`src/hdl/acqps_pkg.sv`:
```
// acqps_pkg: register map and fixed widths of the acquisition peak search
`timescale 1ns / 1ps

package acqps_pkg;

   localparam int CSR_DATA_W  = 18;
   localparam int CSR_INDEX_W = 2;

   localparam logic [CSR_INDEX_W-1:0] CSR_SAMPLES_PER_CODE = 2'd0;
   localparam logic [CSR_INDEX_W-1:0] CSR_BIN_COUNT        = 2'd1;
   localparam logic [CSR_INDEX_W-1:0] CSR_DOPPLER_MIN_HZ   = 2'd2;
   localparam logic [CSR_INDEX_W-1:0] CSR_DOPPLER_STEP_HZ  = 2'd3;

   localparam int SPC_W   = 17;
   localparam int BINS_W  = 9;
   localparam int DMIN_W  = 18;
   localparam int STEP_W  = 14;
   localparam int TOTAL_W = 56;
   localparam int DEN_W   = SPC_W + BINS_W;
   localparam int DOP_W   = 21;

   localparam int DOP_HI = 1048575;
   localparam int DOP_LO = -1048576;

   localparam logic [SPC_W-1:0]  SPC_RESET  = 17'd4096;
   localparam logic [BINS_W-1:0] BINS_RESET = 9'd21;
   localparam logic signed [DMIN_W-1:0] DMIN_RESET = -18'sd10000;
   localparam logic [STEP_W-1:0] STEP_RESET = 14'd1000;

endpackage

```
`src/hdl/acquisition_peak_search_top.sv`:
```
// acquisition_peak_search_top: correlation peak search with running mean
`timescale 1ns / 1ps

// channel   dir  handshake             payload
// req       in   req_valid/req_ready   req_magnitude
// rsp       out  rsp_valid/rsp_ready   rsp_peak_value, rsp_peak_phase, rsp_peak_bin,
//                                      rsp_peak_doppler_hz, rsp_mean_value
// csr       in   csr_we                csr_index, csr_wdata
//
// one magnitude per cycle while a search runs
// the last sample of a search starts a restoring divider for the mean, then the
// result register is loaded; req_ready stays low from that last sample until the load
// the result sits in an output register; a new search starts while it waits
// if the previous result is still not taken the block holds before loading
// synchronous active-high reset restores register defaults and clears the search

module acquisition_peak_search_top #(
   parameter int MAX_SAMPLES = 65536,
   parameter int MAX_BINS    = 256,
   parameter int MAG_WIDTH   = 32
) (
   input  logic clock,
   input  logic reset,

   input  logic        req_valid,
   output logic        req_ready,
   input  logic [31:0] req_magnitude,

   output logic               rsp_valid,
   input  logic               rsp_ready,
   output logic [31:0]        rsp_peak_value,
   output logic [15:0]        rsp_peak_phase,
   output logic [7:0]         rsp_peak_bin,
   output logic signed [20:0] rsp_peak_doppler_hz,
   output logic [31:0]        rsp_mean_value,

   input  logic                               csr_we,
   input  logic [acqps_pkg::CSR_INDEX_W-1:0] csr_index,
   input  logic [acqps_pkg::CSR_DATA_W-1:0]  csr_wdata
);
   import acqps_pkg::*;

   localparam int MW     = (MAG_WIDTH < 32) ? MAG_WIDTH : 32;
   localparam int SPC_HI = (MAX_SAMPLES > 131071) ? 131071 : MAX_SAMPLES;
   localparam int BIN_HI = (MAX_BINS > 511) ? 511 : MAX_BINS;
   localparam int PW     = $clog2(SPC_HI);
   localparam int BNW    = (BIN_HI > 1) ? $clog2(BIN_HI) : 1;
   localparam int PRW    = BNW + STEP_W;
   localparam int DSW    = (PRW + 2 > 22) ? PRW + 2 : 22;
   localparam int CNT_W  = $clog2(TOTAL_W);

   localparam logic [SPC_W-1:0]  SPC_MAX  = SPC_W'(SPC_HI);
   localparam logic [BINS_W-1:0] BINS_MAX = BINS_W'(BIN_HI);
   localparam logic [CNT_W-1:0]  CNT_LAST = CNT_W'(TOTAL_W - 1);

   localparam logic [1:0] ST_RUN = 2'd0;
   localparam logic [1:0] ST_DIV = 2'd1;
   localparam logic [1:0] ST_OUT = 2'd2;

   // configuration
   logic [SPC_W-1:0]         spc_cfg_ff;
   logic [BINS_W-1:0]        bins_cfg_ff;
   logic signed [DMIN_W-1:0] dmin_cfg_ff;
   logic [STEP_W-1:0]        step_cfg_ff;

   // control and search state
   logic [1:0]         state_ff, state_in;
   logic [PW-1:0]      phase_ff, phase_in;
   logic [BNW-1:0]     bin_ff, bin_in;
   logic [MW-1:0]      best_value_ff, best_value_in;
   logic [PW-1:0]      best_phase_ff, best_phase_in;
   logic [BNW-1:0]     best_bin_ff, best_bin_in;
   logic [TOTAL_W-1:0] total_ff, total_in;
   logic [CNT_W-1:0]   cnt_ff, cnt_in;
   logic               rsp_valid_ff, rsp_valid_in;

   // result and divider datapath
   logic [MW-1:0]      res_value_ff, res_value_in;
   logic [PW-1:0]      res_phase_ff, res_phase_in;
   logic [BNW-1:0]     res_bin_ff, res_bin_in;
   logic [PRW-1:0]     dop_prod_ff, dop_prod_in;
   logic [TOTAL_W-1:0] num_ff, num_in;
   logic [DEN_W-1:0]   den_ff, den_in;
   logic [DEN_W-1:0]   rem_ff, rem_in;

   logic [31:0]        rsp_peak_value_ff, rsp_peak_value_in;
   logic [15:0]        rsp_peak_phase_ff, rsp_peak_phase_in;
   logic [7:0]         rsp_peak_bin_ff, rsp_peak_bin_in;
   logic signed [20:0] rsp_dop_ff, rsp_dop_in;
   logic [31:0]        rsp_mean_ff, rsp_mean_in;

   logic [SPC_W-1:0]   spc_eff;
   logic [BINS_W-1:0]  bins_eff;
   logic [MW-1:0]      mag_eff;
   logic               take;
   logic               upd;
   logic               last_phase;
   logic               last_bin;
   logic [MW-1:0]      best_value_nx;
   logic [PW-1:0]      best_phase_nx;
   logic [BNW-1:0]     best_bin_nx;
   logic [TOTAL_W-1:0] total_sum;
   logic [DEN_W:0]     rem_sh;
   logic [DEN_W:0]     rem_diff;
   logic               rem_ge;
   logic signed [DSW-1:0] dop_sum;
   logic signed [DSW-1:0] dop_sat;
   logic               load_out;

   always_comb begin
      if (spc_cfg_ff == '0) begin
         spc_eff = SPC_W'(1);
      end else if (spc_cfg_ff > SPC_MAX) begin
         spc_eff = SPC_MAX;
      end else begin
         spc_eff = spc_cfg_ff;
      end
      if (bins_cfg_ff == '0) begin
         bins_eff = BINS_W'(1);
      end else if (bins_cfg_ff > BINS_MAX) begin
         bins_eff = BINS_MAX;
      end else begin
         bins_eff = bins_cfg_ff;
      end
   end

   assign req_ready = (state_ff == ST_RUN);
   assign take      = req_valid && req_ready;
   assign mag_eff   = MW'(req_magnitude);
   assign upd       = mag_eff > best_value_ff;

   assign best_value_nx = upd ? mag_eff : best_value_ff;
   assign best_phase_nx = upd ? phase_ff : best_phase_ff;
   assign best_bin_nx   = upd ? bin_ff : best_bin_ff;
   assign total_sum     = total_ff + TOTAL_W'(mag_eff);

   assign last_phase = SPC_W'(phase_ff) >= (spc_eff - SPC_W'(1));
   assign last_bin   = BINS_W'(bin_ff) >= (bins_eff - BINS_W'(1));

   // one restoring step per cycle
   assign rem_sh   = {rem_ff, num_ff[TOTAL_W-1]};
   assign rem_diff = rem_sh - {1'b0, den_ff};
   assign rem_ge   = rem_sh >= {1'b0, den_ff};

   always_comb begin
      dop_sum = DSW'(dmin_cfg_ff) + DSW'($signed({1'b0, dop_prod_ff}));
      if (dop_sum > DSW'(DOP_HI)) begin
         dop_sat = DSW'(DOP_HI);
      end else if (dop_sum < DSW'(DOP_LO)) begin
         dop_sat = DSW'(DOP_LO);
      end else begin
         dop_sat = dop_sum;
      end
   end

   assign load_out = (state_ff == ST_OUT) && (!rsp_valid_ff || rsp_ready);

   always_comb begin
      state_in      = state_ff;
      phase_in      = phase_ff;
      bin_in        = bin_ff;
      best_value_in = best_value_ff;
      best_phase_in = best_phase_ff;
      best_bin_in   = best_bin_ff;
      total_in      = total_ff;
      cnt_in        = cnt_ff;
      res_value_in  = res_value_ff;
      res_phase_in  = res_phase_ff;
      res_bin_in    = res_bin_ff;
      dop_prod_in   = dop_prod_ff;
      num_in        = num_ff;
      den_in        = den_ff;
      rem_in        = rem_ff;

      unique case (state_ff)
         ST_RUN: begin
            if (take) begin
               best_value_in = best_value_nx;
               best_phase_in = best_phase_nx;
               best_bin_in   = best_bin_nx;
               total_in      = total_sum;
               if (!last_phase) begin
                  phase_in = phase_ff + PW'(1);
               end else if (!last_bin) begin
                  phase_in = '0;
                  bin_in   = bin_ff + BNW'(1);
               end else begin
                  res_value_in  = best_value_nx;
                  res_phase_in  = best_phase_nx;
                  res_bin_in    = best_bin_nx;
                  num_in        = total_sum;
                  den_in        = DEN_W'(spc_eff) * DEN_W'(bins_eff);
                  rem_in        = '0;
                  cnt_in        = '0;
                  phase_in      = '0;
                  bin_in        = '0;
                  best_value_in = '0;
                  best_phase_in = '0;
                  best_bin_in   = '0;
                  total_in      = '0;
                  state_in      = ST_DIV;
               end
            end
         end
         ST_DIV: begin
            dop_prod_in = PRW'(res_bin_ff) * PRW'(step_cfg_ff);
            rem_in      = rem_ge ? rem_diff[DEN_W-1:0] : rem_sh[DEN_W-1:0];
            num_in      = {num_ff[TOTAL_W-2:0], rem_ge};
            cnt_in      = cnt_ff + CNT_W'(1);
            if (cnt_ff == CNT_LAST) begin
               state_in = ST_OUT;
            end
         end
         ST_OUT: begin
            if (load_out) begin
               state_in = ST_RUN;
            end
         end
         default: begin
            state_in = ST_RUN;
         end
      endcase
   end

   always_comb begin
      rsp_valid_in      = rsp_valid_ff && !rsp_ready;
      rsp_peak_value_in = rsp_peak_value_ff;
      rsp_peak_phase_in = rsp_peak_phase_ff;
      rsp_peak_bin_in   = rsp_peak_bin_ff;
      rsp_dop_in        = rsp_dop_ff;
      rsp_mean_in       = rsp_mean_ff;
      if (load_out) begin
         rsp_valid_in      = 1'b1;
         rsp_peak_value_in = 32'(res_value_ff);
         rsp_peak_phase_in = 16'(res_phase_ff);
         rsp_peak_bin_in   = 8'(res_bin_ff);
         rsp_dop_in        = DOP_W'(dop_sat);
         rsp_mean_in       = num_ff[31:0];
      end
   end

   always_ff @(posedge clock) begin
      if (reset) begin
         spc_cfg_ff  <= SPC_RESET;
         bins_cfg_ff <= BINS_RESET;
         dmin_cfg_ff <= DMIN_RESET;
         step_cfg_ff <= STEP_RESET;
      end else if (csr_we) begin
         unique case (csr_index)
            CSR_SAMPLES_PER_CODE: spc_cfg_ff  <= csr_wdata[SPC_W-1:0];
            CSR_BIN_COUNT:        bins_cfg_ff <= csr_wdata[BINS_W-1:0];
            CSR_DOPPLER_MIN_HZ:   dmin_cfg_ff <= $signed(csr_wdata[DMIN_W-1:0]);
            CSR_DOPPLER_STEP_HZ:  step_cfg_ff <= csr_wdata[STEP_W-1:0];
            default: begin
            end
         endcase
      end
   end

   always_ff @(posedge clock) begin
      if (reset) begin
         state_ff      <= ST_RUN;
         phase_ff      <= '0;
         bin_ff        <= '0;
         best_value_ff <= '0;
         best_phase_ff <= '0;
         best_bin_ff   <= '0;
         total_ff      <= '0;
         cnt_ff        <= '0;
         rsp_valid_ff  <= 1'b0;
      end else begin
         state_ff      <= state_in;
         phase_ff      <= phase_in;
         bin_ff        <= bin_in;
         best_value_ff <= best_value_in;
         best_phase_ff <= best_phase_in;
         best_bin_ff   <= best_bin_in;
         total_ff      <= total_in;
         cnt_ff        <= cnt_in;
         rsp_valid_ff  <= rsp_valid_in;
      end
   end

   always_ff @(posedge clock) begin
      res_value_ff      <= res_value_in;
      res_phase_ff      <= res_phase_in;
      res_bin_ff        <= res_bin_in;
      dop_prod_ff       <= dop_prod_in;
      num_ff            <= num_in;
      den_ff            <= den_in;
      rem_ff            <= rem_in;
      rsp_peak_value_ff <= rsp_peak_value_in;
      rsp_peak_phase_ff <= rsp_peak_phase_in;
      rsp_peak_bin_ff   <= rsp_peak_bin_in;
      rsp_dop_ff        <= rsp_dop_in;
      rsp_mean_ff       <= rsp_mean_in;
   end

   assign rsp_valid           = rsp_valid_ff;
   assign rsp_peak_value      = rsp_peak_value_ff;
   assign rsp_peak_phase      = rsp_peak_phase_ff;
   assign rsp_peak_bin        = rsp_peak_bin_ff;
   assign rsp_peak_doppler_hz = rsp_dop_ff;
   assign rsp_mean_value      = rsp_mean_ff;

endmodule

```
`config.mk`:
```
export PLATFORM = sky130hd
export DESIGN_NAME = acquisition_peak_search_top
export DESIGN_NICKNAME = d
export VERILOG_FILES = /design/src/hdl/acqps_pkg.sv /design/src/hdl/acquisition_peak_search_top.sv
export SDC_FILE = /design/constraint.sdc
export NUM_CORES = 2
export LEC_CHECK = 0
export BUFFER_PORTS_ARGS = -buffer_cell sky130_fd_sc_hd__buf_2
export CORE_ASPECT_RATIO = 1.25
export CORE_UTILIZATION = 30
export DETAILED_ROUTE_END_ITERATION = 10
export HOLD_SLACK_MARGIN = 0.12
export MAX_ROUTING_LAYER = met4
export PLACE_DENSITY = 0.44
export SLEW_MARGIN = 0
export SYNTH_ARGS = -nofsm -noshare
export SYNTH_HDL_FRONTEND = slang
export SYNTH_SLANG_ARGS = --single-unit
```
`constraint.sdc`:
```
create_clock -name clock -period 13.33 [get_ports clock]
set_input_delay 2.666 -clock clock [delete_from_list [all_inputs] [get_ports clock]]
set_output_delay 2.666 -clock clock [all_outputs]
set_load 0.03 [all_outputs]
```
==> flow_summary.ini <==
[run_status]
outcome = complete, no violations

[worst_setup_path]
worstSetupPathType = reg -> reg
critPathRequiredTime_ns = 13.70
critPathCaptureType = flop
setup.worst_path.start_class = flop
worstPathMaxFanout = 31
cp.arrival_ns = 7.66

[route]
wl_um = 89600
drcViolationCount = 0
vias = 23550
first_pass_iters = 4
wl_per_cell_um = 18.2
drtIter0Drc = 1079
routed_via_density = 4.80
final_antenna_net_count = 0

[timing]
rsz0062_at_grt = no
report.final.setup_viol = 0
setup_tns_ns = 0
slew_viol_final = 0
tightest_slew_ns = 1.12
period_minus_slack_ns = 7.29
maxSlewHeadroom = 0.245
clock_skew_ns = 0.0539
fmaxAchievable_mhz = 137
finalHoldViolCount = 0
holdWs_ns = 0.410
finalCritPeriodShare = 0.547
final.setup.worst_slack_ns = 6.04

[cells_and_area]
final_area_um2 = 36500
mostFrequentLayoutCell = nand2_1
final_core_util = 0.342
drive_gt1_frac = 0.0984
areaGrowthSynthToFinish_pct = 13.1
final_net_count = 3896
final_cell_mix = nand2_1 (453), inv_1 (312), edfxtp_1 (295), nor2_1 (260), ha_1 (230)
fillCellCount = 11036

[synth]
synth.avg_cell_area_um2 = 9.74
synth_top_area_frac = 0.275
yosysWarnings = 0
synth_cell_types = 82
ys_seq_area_frac = 0.401
synth.net_count = 3780
synth_edf_count = 295
synthArstFlopShare = 0
syn_inst = 3312
synth_area_um2 = 32300
synth.area.top_cells = edfxtp_1 (27%), dfxtp_1 (13%), fa_1 (11%), ha_1 (8.9%), nand2_1 (5.3%)
synth-main-ff-cell = edfxtp_1
synth-seq-cells = 498
yosysTopAreaCell = edfxtp_1

[clock_network]
cts_tree = built
ctsResizeCount = 0
ctsHoldBuffers = 0
post-cts-setup-buffers = 0
htree_levels = 2
cts_buffer_depth = 3
clk_pin_slew_worst_paths_ns = 0.06
cts_buffers = 55
clock_sinks = 498
cts_root_buffer = clkbuf_16
clock_latency_ns = 0.66

[floorplan]
num_io_pins = 168
rows = 134
start_util = 0.302
die_h_um = 369
core-area_um2 = 107000
dieArea_um2 = 109000
die_w_um = 295

[global_route]
grt_pass1_vias = 24318
antenna_found_initial = 7
grt_usage = 0.171
grt_overflow = 0
grt_start_max_net_pins = 82
grt_pass1_wl_um = 141000

[placed_design]
gp_congestion = 0.876
hpwl_um = 67300
place_area_um2 = 34600
port_buffers = 167
dp_worst_setup_slack_ns = 6.00

[pwr]
p_clk_frac = 0.413
pwr_density_cell_nw_per_um2 = 104
leakage_nw = 15.5
p_sw_frac = 0.273
ir_drop_mv = 0.0914
sequentialPowerShare = 0.446
internal_power_mw = 2.76
power_switching_mw = 1.04
pwr-share-comb = 0.141

[job]
maxCapViolations = 0

[min_path]
hold_path.class = reg -> reg
## final cells by class
cell class / instances / area [um2] / area share
Timing Repair Buffer: 193 / 1030 / 0.0283
Clock inverter: 22 / 258 / 0.00707
Clock buffer: 82 / 1600 / 0.0439
Tap cell: 1428 / 1790 / 0.0490
Antenna cell: 5 / 12.5 / 0.000343
Inverter: 316 / 1190 / 0.0326
Sequential cell: 498 / 12900 / 0.354
Multi-Input combinational cell: 2364 / 17700 / 0.485
## worst max-delay path, stage by stage, from the launching register on
cell	delay (ns)
dfxtp_1	0.34
or4_1	0.64
nor3_1	0.44
nand2_1	0.12
o31ai_2	0.31
buf_4	0.37
nand2_1	0.23
nor2_1	0.20
fa_1	0.47
fa_1	0.53
fa_1	0.57
inv_1	0.06
fa_1	0.53
inv_1	0.04
ha_1	0.34
a21oi_1	0.10
o22ai_1	0.30
nor3_1	0.11
a21oi_1	0.33
o21ai_0	0.20
o21ai_0	0.39
a41o_1	0.23
a21oi_1	0.07
xnor2_1	0.13
## cell families after synthesis
kind of cell,share of synthesized area
xor gates and xnor gates,0.0443
DFF,0.401
buffers and inverters,0.0537
adders and majority gates,0.202
AOI/OAI and AO/OA,0.128
and+or+nand+nor,0.156
muxes,0.0159
## state kept, by name (all words and copies together) (netlist names), 9 cells and up
name and flops:
total_ff 56, best_value_ff 32, den_ff 26, bins_cfg_ff 9
spc_cfg_ff 17, dmin_cfg_ff 18, res_value_ff 32, rem_ff 26
dop_prod_ff 22, step_cfg_ff 14, num_ff 56, res_phase_ff 16
phase_ff 16, rsp_peak_phase 16, rsp_peak_value 32, rsp_peak_doppler_hz 21
rsp_mean_value 32, best_phase_ff 16
## power by group through the flow
| stage | Clock (mW) | Combinational (mW) | Sequential [mW] |
|---|---|---|---|
| final | 1.57 | 0.535 | 1.69 |
| after global routing | 1.68 | 0.603 | 1.70 |
| after CTS | 1.62 | 0.544 | 1.69 |
| after detailed placement | 0 | 0.540 | 1.73 |
| after global placement | 0 | 0.540 | 1.73 |
| after floorplan | 0 | 0.389 | 1.71 |
## metrics by stage
step,power [mW],cells
2_1_floorplan,2.10,3312
3_3_place_gp,2.27,4799
3_5_place_dp,2.27,4799
4_1_cts,3.86,4903
5_1_grt,3.98,4907
6_report,3.80,4908
## synth_stat cells, drive strengths merged, types with 6 or more instances
master  count
dfxtp     203
nand2     455
a22o       67
o21ai     166
nand4      27
and3       41
a211o       6
fa        181
nor3       40
o211a       6
a21oi     183
o21a       29
mux2i      13
nor4       15
and2       81
xor2       70
nor3b       6
inv       315
a211oi     21
buf        28
o21bai      9
nand2b     33
a21o       38
o211ai     18
or3        17
clkbuf    106
o31ai      16
nor2      265
nand3      78
a31oi      12
edfxtp    295
mux2       34
o31a        6
nor2b      24
a22oi      12
ha        230
xnor2      93
## final timing paths
check,cells past startpoint,slack (ns),endpoint,start
setup / recovery,23,6.04,den_ff[24]$_DFFE_PP_,spc_cfg_ff[2]$_SDFFE_PP0P_
hold / removal,0,0.41,rsp_peak_value[5]$_DFFE_PP_,res_value_ff[5]$_DFFE_PP_
setup reg to reg,23,6.04,den_ff[24]$_DFFE_PP_,spc_cfg_ff[2]$_SDFFE_PP0P_
hold reg to reg,0,0.41,rsp_peak_value[5]$_DFFE_PP_,res_value_ff[5]$_DFFE_PP_
## metal layers
metal  part of all wire  vias up  GRT usage
met5                  0        -          -
met4              0.033        0     0.0570
met3              0.032      119     0.0198
met2               0.51      390      0.300
met1               0.42    11406      0.201
li1                   -    11635          -
No activity file was read; power rests on OpenSTA's default activity.
